**src/hw/rtl/lrupr_pkg.sv**
```systemverilog
`timescale 1ns / 1ps
// ----------------------------------------------------------------------------
// LRU page replacement package
// Shared word types, cell control struct and default sizes.
// ----------------------------------------------------------------------------
package lrupr_pkg;

    localparam int FRAMES_DEF    = 8;
    localparam int PAGE_BITS_DEF = 16;
    localparam int CFG_W         = 4;
    localparam int FIELD_W       = 16;

    typedef struct packed {
        logic [FIELD_W-1:0] page_number;
        logic               restart;
    } t_in_word;

    typedef struct packed {
        logic               fault;
        logic               evicted_valid;
        logic [FIELD_W-1:0] evicted_page;
        logic [FIELD_W-1:0] fault_count;
    } t_out_word;

    // Per-cell control for one reference
    typedef struct packed {
        logic step;   // a reference is being taken this cycle
        logic flush;  // restart: treat the stored entry as empty
        logic shift;  // take the neighbor's entry
    } t_cell_ctl;

endpackage

```
**src/hw/rtl/lru_page_replacement.sv**
```systemverilog
`timescale 1ns / 1ps
// ----------------------------------------------------------------------------
// LRU page replacement unit
// Tracks resident pages in a shifting LRU stack and reports faults/evictions.
// ----------------------------------------------------------------------------
// Usage:
//   Input channel (i_in_valid / o_in_stall / i_in_word): one page reference
//   per word, with a restart flag that empties all frames and zeroes the
//   fault count before the reference is handled.
//   Output channel (o_out_valid / i_out_stall / o_out_word): one result word
//   per reference: fault, eviction flag, evicted page, running fault count.
//   Config channel (i_cfg_valid / o_cfg_ready / i_cfg_data): writes the
//   number of active frames; always ready. Write only while idle.
// Latency and throughput:
//   A reference is resolved in the cycle it is taken: all stack cells compare
//   against it in parallel and shift in one step. The result appears in the
//   output register in the next cycle. One word per cycle unless stalled.
// Stall:
//   The output register holds a pending result; the input stalls only while
//   that register is full and the receiver stalls.
// Reset:
//   Empties the stack, clears the fault count, sets active frames to
//   min(8, FRAMES). No clearing pass is needed.
// ----------------------------------------------------------------------------
module lru_page_replacement #(
    parameter int FRAMES    = lrupr_pkg::FRAMES_DEF,
    parameter int PAGE_BITS = lrupr_pkg::PAGE_BITS_DEF
) (
    input  logic                            i_clk,
    input  logic                            i_rst_n,
    input  logic                            i_in_valid,
    output logic                            o_in_stall,
    input  lrupr_pkg::t_in_word             i_in_word,
    output logic                            o_out_valid,
    input  logic                            i_out_stall,
    output lrupr_pkg::t_out_word            o_out_word,
    input  logic                            i_cfg_valid,
    output logic                            o_cfg_ready,
    input  logic [lrupr_pkg::CFG_W-1:0]     i_cfg_data
);
    import lrupr_pkg::*;

    // Stored page width: low PAGE_BITS bits (at most 16) of the 16-bit field
    localparam int PAGE_W  = (PAGE_BITS < FIELD_W) ? PAGE_BITS : FIELD_W;
    localparam int CNT_W   = $clog2(FRAMES + 1);
    localparam int CMP_W   = (CNT_W > CFG_W) ? CNT_W : CFG_W;
    localparam int CFG_RST = (FRAMES < 8) ? FRAMES : 8;

    logic [CFG_W-1:0]   r_active;
    logic [CNT_W-1:0]   r_occ;
    logic [CNT_W-1:0]   n_occ;
    logic [FIELD_W-1:0] r_cnt;
    logic [FIELD_W-1:0] n_cnt;
    logic               r_out_valid;
    logic               n_out_valid;
    t_out_word          r_out;
    t_out_word          n_out;

    logic               w_accept;
    logic               w_restart;
    logic [PAGE_W-1:0]  w_key;
    logic [CMP_W-1:0]   w_limit;
    logic [CNT_W-1:0]   w_occ;
    logic [FIELD_W-1:0] w_cnt;
    logic               w_hit;
    logic               w_fill;
    logic [CNT_W-1:0]   w_hit_idx;
    logic [CNT_W-1:0]   w_stop;
    logic [PAGE_W-1:0]  w_victim;

    logic [PAGE_W-1:0]  w_page  [FRAMES];
    logic [FRAMES-1:0]  w_valid;
    logic [FRAMES-1:0]  w_match;
    logic [FRAMES-1:0]  w_tail;
    t_cell_ctl          w_ctl   [FRAMES];

    // Handshakes: drop the stall as soon as the output register can move
    assign o_in_stall  = r_out_valid & i_out_stall;
    assign w_accept    = i_in_valid & ~o_in_stall;
    assign o_cfg_ready = 1'b1;
    assign o_out_valid = r_out_valid;
    assign o_out_word  = r_out;

    assign w_restart = i_in_word.restart;
    assign w_key     = i_in_word.page_number[PAGE_W-1:0];
    assign w_occ     = w_restart ? '0 : r_occ;
    assign w_cnt     = w_restart ? '0 : r_cnt;

    // Clamp active frames into 1..FRAMES
    always_comb begin
        if (r_active == '0) begin
            w_limit = CMP_W'(1);
        end else if (CMP_W'(r_active) > CMP_W'(FRAMES)) begin
            w_limit = CMP_W'(FRAMES);
        end else begin
            w_limit = CMP_W'(r_active);
        end
    end

    // Row of stack cells: position 0 is most recently used
    for (genvar k = 0; k < FRAMES; k++) begin : g_cell
        logic [PAGE_W-1:0] w_prev_page;
        logic              w_prev_valid;

        if (k == 0) begin : g_head
            assign w_prev_page  = w_key;
            assign w_prev_valid = 1'b1;
        end else begin : g_body
            assign w_prev_page  = w_page[k-1];
            assign w_prev_valid = w_valid[k-1];
        end

        if (k == FRAMES - 1) begin : g_last
            assign w_tail[k] = w_valid[k];
        end else begin : g_mid
            assign w_tail[k] = w_valid[k] & ~w_valid[k+1];
        end

        assign w_ctl[k].step  = w_accept;
        assign w_ctl[k].flush = w_restart;
        assign w_ctl[k].shift = (CNT_W'(k) <= w_stop);

        lrupr_cell #(
            .PAGE_W (PAGE_W)
        ) u_cell (
            .i_clk        (i_clk),
            .i_rst_n      (i_rst_n),
            .i_ctl        (w_ctl[k]),
            .i_key        (w_key),
            .i_prev_page  (w_prev_page),
            .i_prev_valid (w_prev_valid),
            .o_page       (w_page[k]),
            .o_valid      (w_valid[k]),
            .o_match      (w_match[k])
        );
    end

    // Hit position and victim (tail = last valid cell, the LRU page)
    always_comb begin
        w_hit_idx = '0;
        w_victim  = '0;
        for (int k = 0; k < FRAMES; k++) begin
            if (w_match[k]) begin
                w_hit_idx = w_hit_idx | CNT_W'(k);
            end
            if (w_tail[k]) begin
                w_victim = w_victim | w_page[k];
            end
        end
    end

    assign w_hit  = |w_match;
    assign w_fill = CMP_W'(w_occ) < w_limit;

    // Last cell that takes its neighbor's entry on this reference
    always_comb begin
        if (w_hit) begin
            w_stop = w_hit_idx;
        end else if (w_fill) begin
            w_stop = w_occ;
        end else begin
            w_stop = w_occ - CNT_W'(1);
        end
    end

    always_comb begin
        n_occ = r_occ;
        n_cnt = r_cnt;
        if (w_accept) begin
            n_occ = (!w_hit && w_fill) ? (w_occ + CNT_W'(1)) : w_occ;
            if (w_hit || (w_cnt == '1)) begin
                n_cnt = w_cnt;
            end else begin
                n_cnt = w_cnt + FIELD_W'(1);
            end
        end
    end

    always_comb begin
        n_out_valid = w_accept | (r_out_valid & i_out_stall);
        n_out       = r_out;
        if (w_accept) begin
            n_out.fault         = ~w_hit;
            n_out.evicted_valid = ~w_hit & ~w_fill;
            n_out.evicted_page  = (~w_hit & ~w_fill) ? FIELD_W'(w_victim) : '0;
            n_out.fault_count   = n_cnt;
        end
    end

    always_ff @(posedge i_clk) begin
        if (!i_rst_n) begin
            r_active    <= CFG_W'(CFG_RST);
            r_occ       <= '0;
            r_cnt       <= '0;
            r_out_valid <= 1'b0;
        end else begin
            if (i_cfg_valid && o_cfg_ready) begin
                r_active <= i_cfg_data;
            end
            r_occ       <= n_occ;
            r_cnt       <= n_cnt;
            r_out_valid <= n_out_valid;
        end
    end

    // Hold payload while stalled
    always_ff @(posedge i_clk) begin
        r_out <= n_out;
    end

endmodule

```
**src/hw/rtl/lrupr_cell.sv**
```systemverilog
`timescale 1ns / 1ps
// ----------------------------------------------------------------------------
// LRU stack cell
// Holds one stack position: a page and its valid mark; shifts from neighbor.
// ----------------------------------------------------------------------------
module lrupr_cell #(
    parameter int PAGE_W = 16
) (
    input  logic                  i_clk,
    input  logic                  i_rst_n,
    input  lrupr_pkg::t_cell_ctl  i_ctl,
    input  logic [PAGE_W-1:0]     i_key,
    input  logic [PAGE_W-1:0]     i_prev_page,
    input  logic                  i_prev_valid,
    output logic [PAGE_W-1:0]     o_page,
    output logic                  o_valid,
    output logic                  o_match
);
    import lrupr_pkg::*;

    logic [PAGE_W-1:0] r_page;
    logic [PAGE_W-1:0] n_page;
    logic              r_valid;
    logic              n_valid;

    // Valid as seen by this reference (restart empties the stack first)
    assign o_valid = r_valid & ~i_ctl.flush;
    assign o_page  = r_page;
    assign o_match = o_valid && (r_page == i_key);

    always_comb begin
        n_page  = r_page;
        n_valid = r_valid;
        if (i_ctl.step) begin
            if (i_ctl.shift) begin
                n_page  = i_prev_page;
                n_valid = i_prev_valid;
            end else begin
                n_valid = o_valid;
            end
        end
    end

    always_ff @(posedge i_clk) begin
        if (!i_rst_n) begin
            r_valid <= 1'b0;
        end else begin
            r_valid <= n_valid;
        end
    end

    always_ff @(posedge i_clk) begin
        r_page <= n_page;
    end

endmodule

```
**config.mk**
```make
export PLATFORM = sky130hd
export DESIGN_NAME = lru_page_replacement
export DESIGN_NICKNAME = d
export VERILOG_FILES = /design/src/hw/rtl/lrupr_pkg.sv /design/src/hw/rtl/lru_page_replacement.sv /design/src/hw/rtl/lrupr_cell.sv
export SDC_FILE = /design/constraint.sdc
export NUM_CORES = 1
export LEC_CHECK = 0
export BUFFER_PORTS_ARGS = -buffer_cell sky130_fd_sc_hd__buf_2
export CAP_MARGIN = 5
export CELL_PAD_IN_SITES_DETAIL_PLACEMENT = 2
export CELL_PAD_IN_SITES_GLOBAL_PLACEMENT = 2
export CORE_MARGIN = 2
export CORE_UTILIZATION = 42
export CTS_BUF_LIST = sky130_fd_sc_hd__clkbuf_16
export DETAILED_ROUTE_END_ITERATION = 7
export GPL_TIMING_DRIVEN = 0
export HOLD_SLACK_MARGIN = 0.03
export PLACE_DENSITY_LB_ADDON = 0.1
export SLEW_MARGIN = 10
export SYNTH_ARGS = -nofsm -noshare
export SYNTH_HDL_FRONTEND = slang
export SYNTH_SLANG_ARGS = --single-unit
```
**constraint.sdc**
```tcl
create_clock -name i_clk -period 5.53 [get_ports i_clk]
set_input_delay 0.8295 -clock i_clk [delete_from_list [all_inputs] [get_ports i_clk]]
set_output_delay 0.8295 -clock i_clk [all_outputs]
set_load 0.01 [all_outputs]
```
==> impl_metrics.ini, run 1 <==
[power]
static-leakage-power_nw = 3.70
pwr_density_cell_mw_per_mm2 = 312
total_power_consumption_mw = 3.30
peakVddDrop_mv = 0.203
p_comb_frac = 0.104
switchingPower_uw = 925
p_clk_frac = 0.370
switching_share = 0.280
p_seq_frac = 0.526
power_report.internal_total_mw = 2.38

[floorplan]
floorplan.die.width_microns = 152
placeableCoreArea_sq_mm = 0.0217
io_pins = 63
placement_rows = 54
fp.dieH_microns = 152
die-area_sq_mm = 0.0232
floorplan.initialDensity = 0.426

[setup_path]
cp-start-kind = primary input
ff2ff_setup_slack_ns = 0.74
crit-reg2reg-capture = g_cell[7].u_cell.o_page[15]$_DFFE_PP_
cp.arrival_ns = 5.28
r2r_start = g_cell[7].u_cell.o_page[11]$_DFFE_PP_
path_class = primary input to register
r2r.worst_path.cells = 11
worst_ep_required_time_ns = 5.60
timing.critical_path.to_type = register
highest_net_fanout_along_the_worst_path = 18

[timing]
worst_clock_skew_ns = 0.0121
setup_repair_after_global_routing_missed_its_margin = false
timing_max_transition_violations_final = 0
timing.final.hold_violations = 0
setup-tns-final_ns = 0
layout_worst_path_cycle_share = 0.942
timing.final.setup_violations = 0
peak_freq_mhz = 192
timing.slew.headroom = 0.253
fin_crit_ns = 5.21
slew_at_the_pin_closest_to_its_max_slew_limit_ns = 1.12

[synthesis]
post-synth-top-area-cell = sky130_fd_sc_hd__edfxtp_1
synth_most_common_cell = sky130_fd_sc_hd__edfxtp_1
post-synth-top-area-fraction = 0.526
number_of_synthesized_flops_with_an_enable_pin = 162
synth-seq-cells = 195
synth.area.top_cells = sky130_fd_sc_hd__edfxtp_1 53%, sky130_fd_sc_hd__xor2_1 12%, sky130_fd_sc_hd__dfxtp_1 7.1%
yosys_warnings = 0
synth_nets = 761
dominantRegCellSynth = sky130_fd_sc_hd__edfxtp_1
synth_commonest_cells = 162 x sky130_fd_sc_hd__edfxtp_1, 130 x sky130_fd_sc_hd__xor2_1, 44 x sky130_fd_sc_hd__nand2_1, 33 x sky130_fd_sc_hd__dfxtp_1, 30 x sky130_fd_sc_hd__nor2_1
cell_area_after_synthesis_sq_mm = 0.00924
netlist-cell-type-count = 55
synth_seq_area_share = 0.598
ys_async_sr_fraction = 0
avgSynthCellArea_sq_um = 12.7
syn_inst = 729

[clock_network]
clock_sink_count = 195
h-tree-depth = 4
cts_buffers = 17
tritoncts = yes
cts_max_path_buffers = 2
clock-root-buffer = sky130_fd_sc_hd__clkbuf_16
cts_hold_buf = 0
clock_latency_on_the_worst_skew_pair_ns = 0.45
cts.reportedPaths.clkPinSlew_ns = 0.08

[outcome]
result_of_the_run = finished, final reports clean

[finish]
final-instance-count-excl-fill = 1106
area.growth.synth_to_final_pct = 14.3
layout.nets = 845
stdcell_area_sq_mm = 0.0106
diodes = 0
final_layout_size_suffix_gt1_frac = 0.166

[drt]
routed_wl_microns = 32300
drt-pass1-iter-count = 5
route.detailed.wl_per_inst_microns = 29.2
vias_per_cell = 6.07
drt-initial-drc-count = 629
via_count = 6717
detail_route.drc_violations = 0
antenna_left = 0

[place]
post-dp-hpwl_microns = 23000
place.gp.congestion = 0.921
post-place-cells = 1074
port-buffer-count = 59
placed_area_sq_mm = 0.0100

[global_route]
antenna_violations_before_repair = 0
first_global_vias = 7321
gr-total-overflow = 0
global_route_wire_length_before_repair_microns = 48600
grt_max_degree = 35
grt_usage = 0.284

[worst_hold_path]
holdPathEnd = r_active[0]$_SDFFE_PN0P_
min_path_cells = 2
min-delay-start = r_active[0]$_SDFFE_PN0P_
hold_path_class = register to register

[flow_run]
max_cap_viol_count = 0
[how the worst max path moves through the flow]
stage	from	end	slack, ns
floorplan	i_in_word[0]	g_cell[7].u_cell.o_page[0]$_DFFE_PP_	1.15
global placement	i_out_stall	g_cell[7].u_cell.o_page[7]$_DFFE_PP_	-0.85
detailed placement	i_in_word[0]	g_cell[7].u_cell.o_page[15]$_DFFE_PP_	-0.56
CTS	i_in_word[0]	g_cell[7].u_cell.o_page[15]$_DFFE_PP_	0.29
global route	i_in_word[0]	g_cell[7].u_cell.o_page[15]$_DFFE_PP_	0.04
finish	i_in_word[0]	g_cell[7].u_cell.o_page[15]$_DFFE_PP_	0.32
[power groups by stage]
stage	sequential, mW	clock (mW)	combinational, mW
after floorplan	1.75	0	0.182
after global placement	1.76	0	0.312
after detailed placement	1.77	0	0.339
after CTS	1.73	1.23	0.344
after global routing	1.74	1.28	0.365
final	1.74	1.22	0.343
[routing by layer]
layer | vias up | GRT usage | wire [microns]
li1 | 2884 | - | -
met1 | 3485 | 0.338 | 12400
met2 | 283 | 0.510 | 16900
met3 | 65 | 0.0486 | 1890
met4 | 0 | 0.113 | 1200
met5 | - | 0 | 0
[metrics by stage]
step,hold slack (ns),utilization,setup slack (ns)
5_1_grt,0.520,0.487,0.0380
3_3_place_gp,0.471,0.456,-0.849
6_report,0.494,0.487,0.322
2_1_floorplan,0.454,-,1.15
3_5_place_dp,0.486,0.462,-0.562
4_1_cts,0.507,0.487,0.289
[flip-flops by register name, summed over array words and instances (netlist names)]
name                   cells
r_active                   4
g_cell.u_cell.r_valid      8
r_cnt                     16
o_out_word                34
r_occ                      4
o_out_valid                1
g_cell.u_cell.o_page     128
[cells by family after synthesis]
kind of cell,share of synthesized area
buf+inv,0.0343
xor+xnor,0.137
mux,0.00907
flops,0.598
simple gates,0.115
other cells,0.000406
compound gates,0.0979
fa+ha+maj,0.00812
[cells in the final DEF, fill, tap and decap left out, drive strengths merged, types with 14 or more instances in the layout]
master  synthesis  final
edfxtp        162    162
xor2          130    130
buf            23     88
nand2          44     44
clkbuf         22     39
dfxtp          33     33
nor2           30     30
nor4           26     26
a22oi          26     26
and2           20     20
a22o           20     20
a221oi         20     20
inv            12     20
xnor2          15     15
a31oi          15     15
nor3           15     15
nand4          14     14
nor2b          14     14
[cell type report]
class                   count  area [sq um]
repair buffers             65           390
plain buffers              45           270
fillers                  2137         11100
well taps                 280           350
multi-input cells         477          3430
clock buffers              17           425
flip-flops and latches    195          5530
clock inverters            15           124
inverters                  12          53.8
[what timing repair did]
item,CTS,global route
buffers inserted,0,0
setup endpoints to repair,16,0
gates resized for setup,1,0
[worst max-delay path, cell delays in order]
cell	delay, ns
sky130_fd_sc_hd__buf_2	0.11
sky130_fd_sc_hd__buf_4	0.21
sky130_fd_sc_hd__buf_2	0.32
sky130_fd_sc_hd__nor2b_1	0.16
sky130_fd_sc_hd__ha_1	0.32
sky130_fd_sc_hd__o211ai_1	0.10
sky130_fd_sc_hd__a31oi_1	0.17
sky130_fd_sc_hd__or2_1	0.12
sky130_fd_sc_hd__buf_2	0.18
sky130_fd_sc_hd__or4b_1	0.47
sky130_fd_sc_hd__xor2_1	0.18
sky130_fd_sc_hd__o211ai_2	0.38
sky130_fd_sc_hd__nand2_1	0.25
sky130_fd_sc_hd__clkinvlp_4	0.50
sky130_fd_sc_hd__o21ai_1	0.19
sky130_fd_sc_hd__inv_1	0.74
Note: power is estimated with default switching activity, not from simulation.
==> inputs of run 2 (changes only) <==
- CORE_ASPECT_RATIO: not set -> 1.25
- GPL_TIMING_DRIVEN: 0 -> not set
==> run 2 against run 1 <==
- global-route usage fell by 1.3 points
- die area barely moved
- clock-buffer cell count did not move
- critical path depth fell by 6
- clock skew rose by 0.0019 ns
- critical endpoint is now g_cell[7].u_cell.o_page[5]$_DFFE_PP_
- largest power group unchanged
- highest routed layer unchanged
==> impl_metrics.ini, run 2 (same netlist as run 1, synthesis figures left out) <==
[outcome]
result_of_the_run = finished, final reports clean

[clock_network]
post_cts.repair.setup_buffers = 0
cts_buffers = 17
cts.reportedPaths.clkPinSlew_ns = 0.07
clock_sink_count = 195
cts_max_path_buffers = 2
h-tree-depth = 4
clock_latency_on_the_worst_skew_pair_ns = 0.44
gates_resized_cts_repair = 0
tritoncts = yes
clock-root-buffer = sky130_fd_sc_hd__clkbuf_16
cts_hold_buf = 0

[finish]
largest_reg_flops = 128
fillers = 2099
most_frequent_standard_cell_in_the_layout_excluding_fill_and_tap_cells = sky130_fd_sc_hd__edfxtp_1
layout_utilization = 0.480
final_layout_size_suffix_gt1_frac = 0.154
layout.nets = 810
layout_common_cells = 162 x sky130_fd_sc_hd__edfxtp_1, 130 x sky130_fd_sc_hd__xor2_1, 61 x sky130_fd_sc_hd__buf_2
area.growth.synth_to_final_pct = 11.9

[global_route]
grt_max_degree = 37
first_global_vias = 6998
gr-total-overflow = 0
grt_usage = 0.271
global_route_wire_length_before_repair_microns = 45300
antenna_violations_before_repair = 1

[setup_path]
highest_net_fanout_along_the_worst_path = 16
ff2ff_setup_slack_ns = 1.40
worst_path_max_delay_cell = sky130_fd_sc_hd__nor4_1
crit-reg2reg-capture = g_cell[7].u_cell.o_page[5]$_DFFE_PP_
cp.arrival_ns = 4.30
cp-start-kind = primary input
critPathMaxStageDelay_ns = 0.70
worst_ep_required_time_ns = 5.59
r2r_start = g_cell[1].u_cell.o_page[1]$_DFFE_PP_
path_class = primary input to register
timing.critical_path.to_type = register
r2r.worst_path.cells = 9
worst_path_dominant_cell_family = simple AND/OR/NAND/NOR gates
timing.critical_path.buf_inv = 2
crit_chain = buf_2 -> xor2_1 -> nor4_1 -> nand4_1 -> o22ai_1 -> or4_1 -> mux2i_4 -> and2_1 -> o21ai_1 -> inv_1

[drt]
drt-pass1-iter-count = 5
via_count = 6412
antenna_left = 0
drt-initial-drc-count = 481
routed_wl_microns = 30100
vias_per_cell = 5.99
route.detailed.wl_per_inst_microns = 28.1
detail_route.drc_violations = 0

[power]
peakVddDrop_mv = 0.211
static-leakage-power_nw = 3.61
total_power_consumption_mw = 3.28
pwr_density_cell_mw_per_mm2 = 317

[floorplan]
placeableCoreArea_sq_mm = 0.0215
die-area_sq_mm = 0.0232
fp.dieH_microns = 170
floorplan.initialDensity = 0.429
floorplan.die.width_microns = 137
placement_rows = 60
io_pins = 63

[place]
post-place-ws_ns = 0.840
place.gp.congestion = 0.895
port-buffer-count = 61
post-dp-hpwl_microns = 20900

[worst_hold_path]
min-delay-start = r_active[0]$_SDFFE_PN0P_
hold_path_class = register to register
holdPathEnd = r_active[0]$_SDFFE_PN0P_
min_path_cells = 2

[timing]
setup_repair_after_global_routing_missed_its_margin = false
timing_max_transition_violations_final = 0
fin_crit_ns = 4.24
timing.final.setup_violations = 0
layout_worst_path_cycle_share = 0.767
timing.final.hold_violations = 0
layout_setup_ws_ns = 1.29
timing.slew.headroom = 0.174
hold_ws_ns = 0.506
slew_at_the_pin_closest_to_its_max_slew_limit_ns = 1.23
peak_freq_mhz = 236
worst_clock_skew_ns = 0.0139
setup-tns-final_ns = 0

[flow_run]
max_cap_viol_count = 0
run 2: cell count changes in the layout (fill, tap and decap cells not counted), moves of 4 or more:
cell | before | now
sky130_fd_sc_hd__buf_6 | 5 | 0
sky130_fd_sc_hd__nor2_1 | 25 | 29
sky130_fd_sc_hd__nor2_2 | 5 | 1
sky130_fd_sc_hd__clkbuf_1 | 21 | 0
sky130_fd_sc_hd__buf_8 | 5 | 0
run 2: how the worst max path moves through the flow:
stage / startpoint / endpoint / slack [ns] / cells after the start
after floorplan: i_in_word[0] / g_cell[7].u_cell.o_page[0]$_DFFE_PP_ / 1.15 / 15
after global placement: i_in_word[0] / g_cell[7].u_cell.o_page[11]$_DFFE_PP_ / 0.93 / 13
after detailed placement: i_in_word[9] / g_cell[7].u_cell.o_page[3]$_DFFE_PP_ / 0.84 / 10
after CTS: i_in_word[9] / g_cell[7].u_cell.o_page[14]$_DFFE_PP_ / 1.29 / 10
after global routing: i_in_word[0] / g_cell[7].u_cell.o_page[5]$_DFFE_PP_ / 1.02 / 13
final: i_in_word[9] / g_cell[7].u_cell.o_page[5]$_DFFE_PP_ / 1.29 / 10
run 2: area by class of cell:
class                           count  area, sq um  area share
Clock buffer                       17          425      0.0411
Inverter                           12         50.0     0.00484
Tap cell                          279          349      0.0338
Sequential cell                   195         5530       0.534
Antenna cell                        1         2.50    0.000242
Timing Repair Buffer               75          410      0.0397
Multi-Input combinational cell    477         3430       0.331
Clock inverter                     15          153      0.0148
run 2: metrics by stage:
step	std cells	instance area, sq um
2_1_floorplan	729	9240
3_3_place_gp	1038	9760
3_5_place_dp	1038	9760
4_1_cts	1070	10300
5_1_grt	1070	10300
6_report	1071	10300
run 2: layer usage:
layer	global-route usage	vias to the layer above	routed length [microns]
met4	0.129	0	1480
met3	0.0453	75	1370
li1	-	2809	-
met5	0	-	0
met2	0.472	213	15500
met1	0.323	3315	11700
run 2: power breakdown:
group / leakage, nW / switching [mW] / internal [mW]
sequential: 1.79 / 0.0602 / 1.67
clock: 0.292 / 0.593 / 0.637
combinational: 1.53 / 0.224 / 0.0922
total: 3.61 / 0.877 / 2.40
run 2: worst min-delay path, stage by stage (launching register included):
cell,delay [ns]
sky130_fd_sc_hd__dfxtp_1,0.33
sky130_fd_sc_hd__mux2i_1,0.07
sky130_fd_sc_hd__nor2_1,0.07
